**config.mk**
```make
export PLATFORM = sky130hd
export DESIGN_NAME = uart_command_led_blink_control
export DESIGN_NICKNAME = d
export VERILOG_FILES = /design/src/hw/rtl/ulbc_pkg.sv /design/src/hw/rtl/ulbc_ram.sv /design/src/hw/rtl/uart_command_led_blink_control.sv
export SDC_FILE = /design/constraint.sdc
export NUM_CORES = 1
export LEC_CHECK = 0
export ABC_AREA = 1
export BUFFER_PORTS_ARGS = -buffer_cell sky130_fd_sc_hd__buf_2
export CAP_MARGIN = 20
export CELL_PAD_IN_SITES_DETAIL_PLACEMENT = 0
export CELL_PAD_IN_SITES_GLOBAL_PLACEMENT = 1
export CORE_ASPECT_RATIO = 0.9
export CORE_MARGIN = 1.5
export CORE_UTILIZATION = 55
export CTS_BUF_LIST = sky130_fd_sc_hd__clkbuf_8
export DETAILED_ROUTE_END_ITERATION = 12
export PLACE_DENSITY_LB_ADDON = 0.2
export SYNTH_ARGS = -nofsm -noshare
export SYNTH_HDL_FRONTEND = slang
export SYNTH_SLANG_ARGS = --single-unit
```
**constraint.sdc**
```tcl
create_clock -name clock -period 6.6 [get_ports clock]
set_clock_uncertainty 0.15 [all_clocks]
set_input_delay 0.99 -clock clock [delete_from_list [all_inputs] [get_ports clock]]
set_output_delay 0.99 -clock clock [all_outputs]
set_load 0.01 [all_outputs]
```
**src/hw/rtl/ulbc_pkg.sv**
```systemverilog
// Shared types and constants for the serial-command LED blink controller.
// No dependencies; used by the controller, the checker and the testbench.
package ulbc_pkg;

   typedef struct packed {
      logic       mode;
      logic [7:0] rx_byte;
   } req_type;

   typedef struct packed {
      logic [1:0]  response;
      logic        led_level;
      logic [16:0] reload_value;
   } rsp_type;

   localparam logic       MODE_BYTE = 1'b0;
   localparam logic       MODE_TICK = 1'b1;

   localparam logic [1:0] RESP_NONE      = 2'd0;
   localparam logic [1:0] RESP_OK        = 2'd1;
   localparam logic [1:0] RESP_BAD_VALUE = 2'd2;
   localparam logic [1:0] RESP_CMD_ERROR = 2'd3;

   localparam logic [16:0] RELOAD_RESET = 17'd999;
   localparam logic [16:0] VALUE_CAP    = 17'd100000;

   localparam logic [7:0] CHAR_NUL   = 8'h00;
   localparam logic [7:0] CHAR_LF    = 8'h0A;
   localparam logic [7:0] CHAR_TAB   = 8'h09;
   localparam logic [7:0] CHAR_CR    = 8'h0D;
   localparam logic [7:0] CHAR_SPACE = 8'h20;
   localparam logic [7:0] CHAR_PLUS  = 8'h2B;
   localparam logic [7:0] CHAR_MINUS = 8'h2D;
   localparam logic [7:0] CHAR_ZERO  = 8'h30;
   localparam logic [7:0] CHAR_NINE  = 8'h39;
   localparam logic [7:0] CHAR_M     = 8'h6D;
   localparam logic [7:0] CHAR_S     = 8'h73;

   // Text of the two fixed commands, first character in the top byte.
   localparam logic [8*8-1:0] TXT_START = "LedStart";
   localparam logic [7*8-1:0] TXT_STOP  = "LedStop";

endpackage

```
**src/hw/rtl/ulbc_ram.sv**
```systemverilog
// Generic single-port-write, single-port-read RAM with registered read data.
// No dependencies.
module ulbc_ram #(
   parameter int WIDTH = 8,
   parameter int DEPTH = 64
) (
   input  logic                     clock,
   input  logic                     wr_en,
   input  logic [$clog2(DEPTH)-1:0] wr_addr,
   input  logic [WIDTH-1:0]         wr_data,
   input  logic [$clog2(DEPTH)-1:0] rd_addr,
   output logic [WIDTH-1:0]         rd_data
);

   logic [WIDTH-1:0] mem_ff [DEPTH];
   logic [WIDTH-1:0] rd_data_ff;

   always_ff @(posedge clock) begin
      if (wr_en) begin
         mem_ff[wr_addr] <= wr_data;
      end
      rd_data_ff <= mem_ff[rd_addr];
   end

   assign rd_data = rd_data_ff;

endmodule

```
**src/hw/rtl/uart_command_led_blink_control.sv**
```systemverilog
// LED blink controller commanded by text lines from a serial receiver.
// Depends on ulbc_pkg and ulbc_ram.
//
// Each item is a received byte (mode 0) or one 10 kHz timer tick (mode 1), and each
// item gives exactly one result: a response code, the LED level and the current
// reload value. Bytes are written into a line store RAM of LINE_BYTES entries. A
// newline, or any byte arriving while LINE_BYTES-1 bytes are held (that byte is
// dropped), ends the line; the line is then parsed by walking the stored bytes one
// per cycle through the RAM read port. Commands: "LedStop" stops blinking and clears
// the LED, "LedStart" starts blinking, "Led<n>ms" (n 1..1000) or "Led<n>s" (n 1..10)
// sets the reload to n*10-1 or n*10000-1 ticks. Whitespace and a plus sign may lead
// the number; a minus sign, missing digits, a value out of range or any other bad
// text after "Led" answer "invalid value", and a line not starting with "Led"
// answers "command error". A line end holds the input stalled while each held byte
// and one terminating position are read through the RAM read port, the read
// pipeline drains and the result is committed. The result register lets the input
// be taken again in the cycle its result is read out.
module uart_command_led_blink_control
   import ulbc_pkg::*;
#(
   parameter int LINE_BYTES = 64
) (
   input  logic    clock,
   input  logic    reset,
   input  logic    req_valid,
   output logic    req_stall,
   input  req_type req_data,
   output logic    rsp_valid,
   input  logic    rsp_stall,
   output rsp_type rsp_data
);

   localparam int AW = $clog2(LINE_BYTES);

   typedef enum logic [2:0] {
      ST_IDLE = 3'b001,
      ST_WALK = 3'b010,
      ST_DONE = 3'b100
   } state_type;

   // number parser after the "Led" prefix
   typedef enum logic [3:0] {
      N_BLANK = 4'b0001,
      N_DIGIT = 4'b0010,
      N_SUFM  = 4'b0100,
      N_DONE  = 4'b1000
   } num_state_type;

   typedef enum logic [2:0] {
      NRES_BAD = 3'b001,
      NRES_MS  = 3'b010,
      NRES_S   = 3'b100
   } num_res_type;

   // control
   state_type     state_ff, state_in;
   logic [AW-1:0] len_ff, len_in;
   logic          running_ff, running_in;
   logic [16:0]   reload_ff, reload_in;
   logic [16:0]   count_ff, count_in;
   logic          led_ff, led_in;
   logic          rsp_valid_ff, rsp_valid_in;
   logic          issue_ff, issue_in;
   logic          proc_valid_ff, proc_valid_in;

   // payload
   rsp_type       rsp_data_ff, rsp_data_in;
   logic [AW-1:0] pos_ff, pos_in;
   logic [AW-1:0] proc_pos_ff, proc_pos_in;
   logic          zero_seen_ff, zero_seen_in;
   logic          prefix_bad_ff, prefix_bad_in;
   logic          stop_ok_ff, stop_ok_in;
   logic          start_ok_ff, start_ok_in;
   num_state_type nstate_ff, nstate_in;
   num_res_type   nres_ff, nres_in;
   logic          minus_ff, minus_in;
   logic          have_dig_ff, have_dig_in;
   logic [16:0]   val_ff, val_in;

   // RAM port
   logic          wr_en;
   logic [7:0]    rd_data;

   logic          can_take;
   logic          accept;
   logic          line_end;
   logic [7:0]    ch;
   logic          ch_blank;
   logic          ch_digit;
   logic          dig_phase;
   logic [20:0]   acc;
   logic [2:0]    k;
   logic          range_ms;
   logic          range_s;

   ulbc_ram #(
      .WIDTH (8),
      .DEPTH (LINE_BYTES)
   ) u_line_ram (
      .clock   (clock),
      .wr_en   (wr_en),
      .wr_addr (len_ff),
      .wr_data (req_data.rx_byte),
      .rd_addr (pos_ff),
      .rd_data (rd_data)
   );

   // Output slot is free when empty or being read out this cycle.
   assign can_take  = !(rsp_valid_ff && rsp_stall);
   assign req_stall = (state_ff != ST_IDLE) || !can_take;
   assign accept    = req_valid && !req_stall;
   assign line_end  = (req_data.rx_byte == CHAR_LF) ||
                      (len_ff >= AW'(LINE_BYTES - 1));
   assign wr_en     = accept && (req_data.mode == MODE_BYTE) && !line_end;

   // Past the line length or the first zero byte, text reads as zero.
   assign ch       = (proc_pos_ff < len_ff && !zero_seen_ff) ? rd_data : CHAR_NUL;
   assign ch_blank = (ch == CHAR_SPACE) || (ch >= CHAR_TAB && ch <= CHAR_CR);
   assign ch_digit = (ch >= CHAR_ZERO) && (ch <= CHAR_NINE);
   assign acc      = {4'd0, val_ff} * 21'd10 + {13'd0, ch - CHAR_ZERO};
   assign k        = proc_pos_ff[2:0];
   assign range_ms = (val_ff >= 17'd1) && (val_ff <= 17'd1000);
   assign range_s  = (val_ff >= 17'd1) && (val_ff <= 17'd10);

   always_comb begin
      state_in      = state_ff;
      len_in        = len_ff;
      running_in    = running_ff;
      reload_in     = reload_ff;
      count_in      = count_ff;
      led_in        = led_ff;
      rsp_valid_in  = rsp_valid_ff && rsp_stall;
      rsp_data_in   = rsp_data_ff;
      issue_in      = issue_ff;
      proc_valid_in = 1'b0;
      pos_in        = pos_ff;
      proc_pos_in   = proc_pos_ff;
      zero_seen_in  = zero_seen_ff;
      prefix_bad_in = prefix_bad_ff;
      stop_ok_in    = stop_ok_ff;
      start_ok_in   = start_ok_ff;
      nstate_in     = nstate_ff;
      nres_in       = nres_ff;
      minus_in      = minus_ff;
      have_dig_in   = have_dig_ff;
      val_in        = val_ff;
      dig_phase     = 1'b0;

      case (state_ff)
         ST_IDLE: begin
            if (accept) begin
               if (req_data.mode == MODE_TICK) begin
                  if (count_ff >= reload_ff) begin
                     count_in = '0;
                     if (running_ff) begin
                        led_in = !led_ff;
                     end
                  end else begin
                     count_in = count_ff + 17'd1;
                  end
                  rsp_valid_in = 1'b1;
                  rsp_data_in  = '{RESP_NONE, led_in, reload_ff};
               end else if (line_end) begin
                  // start the walk over the stored line
                  state_in      = ST_WALK;
                  issue_in      = 1'b1;
                  pos_in        = '0;
                  zero_seen_in  = 1'b0;
                  prefix_bad_in = 1'b0;
                  stop_ok_in    = 1'b1;
                  start_ok_in   = 1'b1;
                  nstate_in     = N_BLANK;
                  nres_in       = NRES_BAD;
                  minus_in      = 1'b0;
                  have_dig_in   = 1'b0;
                  val_in        = '0;
               end else begin
                  len_in       = len_ff + AW'(1);
                  rsp_valid_in = 1'b1;
                  rsp_data_in  = '{RESP_NONE, led_ff, reload_ff};
               end
            end
         end

         ST_WALK: begin
            // issue side: addresses 0..len, one per cycle
            if (issue_ff) begin
               proc_valid_in = 1'b1;
               proc_pos_in   = pos_ff;
               if (pos_ff == len_ff) begin
                  issue_in = 1'b0;
               end else begin
                  pos_in = pos_ff + AW'(1);
               end
            end

            // parse side: one character per cycle
            if (proc_valid_ff) begin
               if (ch == CHAR_NUL) begin
                  zero_seen_in = 1'b1;
               end
               if (proc_pos_ff < AW'(3) && ch != TXT_STOP[8*(6-k) +: 8]) begin
                  prefix_bad_in = 1'b1;
               end
               if (proc_pos_ff < AW'(7) && ch != TXT_STOP[8*(6-k) +: 8]) begin
                  stop_ok_in = 1'b0;
               end
               if (proc_pos_ff < AW'(8) && ch != TXT_START[8*(7-k) +: 8]) begin
                  start_ok_in = 1'b0;
               end

               if (proc_pos_ff >= AW'(3)) begin
                  case (nstate_ff)
                     N_BLANK: begin
                        if (ch_blank) begin
                           nstate_in = N_BLANK;
                        end else if (ch == CHAR_PLUS) begin
                           nstate_in = N_DIGIT;
                        end else if (ch == CHAR_MINUS) begin
                           minus_in  = 1'b1;
                           nstate_in = N_DIGIT;
                        end else begin
                           dig_phase = 1'b1;
                        end
                     end
                     N_DIGIT: begin
                        dig_phase = 1'b1;
                     end
                     N_SUFM: begin
                        nres_in   = (ch == CHAR_S && range_ms) ? NRES_MS : NRES_BAD;
                        nstate_in = N_DONE;
                     end
                     N_DONE: begin
                        nstate_in = N_DONE;
                     end
                     default: begin
                        nstate_in = N_DONE;
                     end
                  endcase

                  if (dig_phase) begin
                     if (ch_digit) begin
                        val_in      = (acc > {4'd0, VALUE_CAP}) ? VALUE_CAP : acc[16:0];
                        have_dig_in = 1'b1;
                        nstate_in   = N_DIGIT;
                     end else if (!have_dig_ff || minus_ff) begin
                        nres_in   = NRES_BAD;
                        nstate_in = N_DONE;
                     end else if (ch == CHAR_M) begin
                        nstate_in = N_SUFM;
                     end else if (ch == CHAR_S) begin
                        nres_in   = range_s ? NRES_S : NRES_BAD;
                        nstate_in = N_DONE;
                     end else begin
                        nres_in   = NRES_BAD;
                        nstate_in = N_DONE;
                     end
                  end
               end

               if (proc_pos_ff == len_ff) begin
                  state_in = ST_DONE;
               end
            end
         end

         ST_DONE: begin
            // commit the command; output slot is empty here
            state_in     = ST_IDLE;
            len_in       = '0;
            rsp_valid_in = 1'b1;
            if (prefix_bad_ff) begin
               rsp_data_in.response = RESP_CMD_ERROR;
            end else if (stop_ok_ff) begin
               running_in           = 1'b0;
               led_in               = 1'b0;
               rsp_data_in.response = RESP_OK;
            end else if (start_ok_ff) begin
               running_in           = 1'b1;
               rsp_data_in.response = RESP_OK;
            end else begin
               case (nres_ff)
                  NRES_MS: begin
                     reload_in = 17'({7'd0, val_ff[9:0]} * 17'd10) - 17'd1;
                     rsp_data_in.response = RESP_OK;
                  end
                  NRES_S: begin
                     reload_in = 17'({13'd0, val_ff[3:0]} * 17'd10000) - 17'd1;
                     rsp_data_in.response = RESP_OK;
                  end
                  default: begin
                     rsp_data_in.response = RESP_BAD_VALUE;
                  end
               endcase
            end
            rsp_data_in.led_level    = led_in;
            rsp_data_in.reload_value = reload_in;
         end

         default: begin
            state_in = ST_IDLE;
         end
      endcase
   end

   always_ff @(posedge clock) begin
      if (reset) begin
         state_ff      <= ST_IDLE;
         len_ff        <= '0;
         running_ff    <= 1'b0;
         reload_ff     <= RELOAD_RESET;
         count_ff      <= '0;
         led_ff        <= 1'b0;
         rsp_valid_ff  <= 1'b0;
         issue_ff      <= 1'b0;
         proc_valid_ff <= 1'b0;
      end else begin
         state_ff      <= state_in;
         len_ff        <= len_in;
         running_ff    <= running_in;
         reload_ff     <= reload_in;
         count_ff      <= count_in;
         led_ff        <= led_in;
         rsp_valid_ff  <= rsp_valid_in;
         issue_ff      <= issue_in;
         proc_valid_ff <= proc_valid_in;
      end
   end

   always_ff @(posedge clock) begin
      rsp_data_ff   <= rsp_data_in;
      pos_ff        <= pos_in;
      proc_pos_ff   <= proc_pos_in;
      zero_seen_ff  <= zero_seen_in;
      prefix_bad_ff <= prefix_bad_in;
      stop_ok_ff    <= stop_ok_in;
      start_ok_ff   <= start_ok_in;
      nstate_ff     <= nstate_in;
      nres_ff       <= nres_in;
      minus_ff      <= minus_in;
      have_dig_ff   <= have_dig_in;
      val_ff        <= val_in;
   end

   assign rsp_valid = rsp_valid_ff;
   assign rsp_data  = rsp_data_ff;

endmodule

```
==> run_results.csv <==
group,metric,value,unit
run_status,status,"completed",
placed_design,dp_hpwl,46600,um
placed_design,routabilityCongestion,0.893,
final_layout,instances_no_fill,3568,
die,fp.dieArea,54600,um2
cts,postCtsHoldBufs,0,
sta,tightest_slew,981,ps
route,drtPass1Iterations,5,
job,cap_violations,0,
logic_synthesis,synth-seq-area-share,0.628,
cts,clock-sinks,630,
logic_synthesis,synth_top_area_share,0.589,
logic_synthesis,netlist-cell-type-count,57,
logic_synthesis,synth_area_per_cell,10.6,um2
logic_synthesis,synth.largest_area_cell,"edfxtp_1",
final_layout,final_common_cell,"edfxtp_1",
logic_synthesis,synthArstFlopShare,0,
logic_synthesis,synth_ff_type,"edfxtp_1",
route,vias,21100,
die,fp.dieW,246,um
cts,h-tree-depth,3,
power_and_ir_drop,power,7.45,mW
final_layout,area_delta_synth_final,8.79,%
final_layout,layout_common_cells,"574 x edfxtp_1, 447 x nor2_1, 365 x nand2_1, 304 x o21ai_0, 240 x inv_1",
die,dieHeight,222,um
cts,clk_pin_slew_worst_paths,60,ps
grt,grt_first_pass_wirelength,115000,um
die,ios,35,
cts,cts_tree,"yes",
placed_design,dp_cells,3388,
sta,fin_tns_setup,0,ps
route,drc,0,
sta,min_period_over_period,0.762,
die,num_rows,79,
placed_design,io_buffer_count,34,
sta,setup_slack,1570,ps
logic_synthesis,synth_enable_flop_cells,574,
final_layout,final_area,31800,um2
cts,cts_buffer_depth,3,
route,drt_iter0_markers,2052,
sta,rsz0062_at_grt,"false",
setup_path,critPathKind,"reg -> reg",
setup_path,endpoint_kind,"register",
cts,cts.repair.resized,0,
route,ant_nets,0,
route,wl,74700,um
setup_path,start_kind,"register",
logic_synthesis,ys_ff_latch,630,
grt,grtUsageTotal,0.275,
grt,grt_max_degree,221,
placed_design,place_area,30000,um2
grt,grt_pass1_vias,20600,
route,highest_layer,"met4",
route,wl_per_cell,20.9,um
cts,cts_made_buffers,97,
final_layout,postLayoutCoreUtil,0.611,
sta,period_minus_slack,5030,ps
setup_path,cp_max_fo,11,
sta,clock.fmax,199,MHz
sta,slew_headroom,0.346,
sta,setup_viol,0,
placed_design,place_ws,1620,ps
final_layout,drive_gt1_frac,0.0816,
grt,grt-ovfl-total,0,
setup_path,cp.arrival,5280,ps
logic_synthesis,syn_area,29200,um2
route,viasPerCell,5.92,
cts,postCtsSetupBuffers,0,
cts,root_buffer,"clkbuf_8",
sta,hold_ws,333,ps
logic_synthesis,syn-num-nets,2873,
grt,antenna_found_initial,1,
hold_path,hp-class,"reg -> reg",
die,start_util,0.561,
power_and_ir_drop,ir_worst_vdd,183,uV
logic_synthesis,synthTopCellsByArea,"edfxtp_1 59%, nor2_1 5.7%, o21ai_0 5.2%",
route,met2WireLength,35900,um
setup_path,cp.required,6860,ps
route,wl_met3,5540,um
power_and_ir_drop,p_leak,11.8,nW
die,core,52100,um2
sta,maxSlewViolCount,0,
power_and_ir_drop,p_per_area,234,nW/um2
route,wl_met1,30800,um
sta,hold_viol_final,0,
logic_synthesis,syn_inst,2764,
logic_synthesis,yosysWarnings,0,
final_layout,nets,2910,
cts,insertion_delay,710,ps
final_layout,fillCellCount,4275,
==> power breakdown <==
| group | switching, mW | internal [mW] |
|---|---|---|
| combinational | 0.104 | 0.0227 |
| clock | 1.50 | 1.47 |
| sequential | 0.00593 | 4.36 |
==> sequential cells by signal, summed over array words and instances, names as in the netlist, 3 cells and up <==
register,cells
count_ff,17
len_ff,6
nres_ff,3
nstate_ff,4
pos_ff,6
proc_pos_ff,6
reload_ff,17
rsp_data,20
state_ff,3
u_line_ram.mem_ff,512
u_line_ram.rd_data,8
val_ff,17
==> cells by family after synthesis <==
group	synth area share
xor gates and xnor gates	0.0102
AOI/OAI and AO/OA	0.118
buffers and inverters	0.0435
adders and majority gates	0.0424
DFF	0.628
and+or+nand+nor	0.158
==> critical path: stages (launching register included) <==
cell and delay [ps]:
dfxtp_1 410, clkinv_1 260, ha_1 370, nand2_1 90, inv_1 60, a21oi_1 230
nand2_1 210, nor2_1 520, nand2_1 170, nand2_1 120, xor2_1 180, ha_1 310
a21oi_1 260, a21boi_1 280, nand2_1 190, nand2_1 100, nand2_1 80, nand2_1 80
inv_1 40, o21bai_1 110, nand2_1 80, nand2_2 80, nand2_4 70, nand2_2 250
nor2_1 80
==> cell type report <==
type	instances	area, um2	area share
diodes	1	2.50	0.0000786
well taps	688	861	0.0271
inverters	217	820	0.0258
clock inverters	76	373	0.0117
repair buffers	56	380	0.0120
multi-input cells	1799	9630	0.303
flip-flops and latches	630	18400	0.577
clock buffers	101	1390	0.0437
==> synth_stat cells (all sizes together) (2+ instances only) <==
cell,instances
o32ai,3
o21bai,3
inv,211
o21ai,304
fa,5
and2,2
nand3b,8
nand3,102
nor4,10
a211oi,3
o22ai,91
nand2,380
nor2,466
buf,9
and3,3
a21boi,2
nand4,53
ha,91
o221ai,47
o2111ai,2
a221oi,2
nor3,30
o211ai,18
clkinv,6
a31oi,14
a32o,7
clkbuf,109
nor3b,6
a21oi,92
or2,12
dfxtp,56
xor2,25
edfxtp,574
xnor2,9
a41oi,2
==> routing by layer <==
| metal | vias to the layer above | GRT usage |
|---|---|---|
| met4 | 0 | 0.102 |
| met3 | 154 | 0.0528 |
| met2 | 802 | 0.451 |
| li1 | 9952 | - |
| met1 | 10200 | 0.366 |
| met5 | - | 0 |
==> final timing paths <==
check,slack (ps),end,startpoint,depth (start not counted)
min,330,count_ff[0],count_ff[0],2
max,1570,val_ff[12],len_ff[4],24
max reg2reg,1570,val_ff[12],len_ff[4],24
min reg2reg,330,count_ff[0],count_ff[0],2
(Power assumes the default switching activity.)
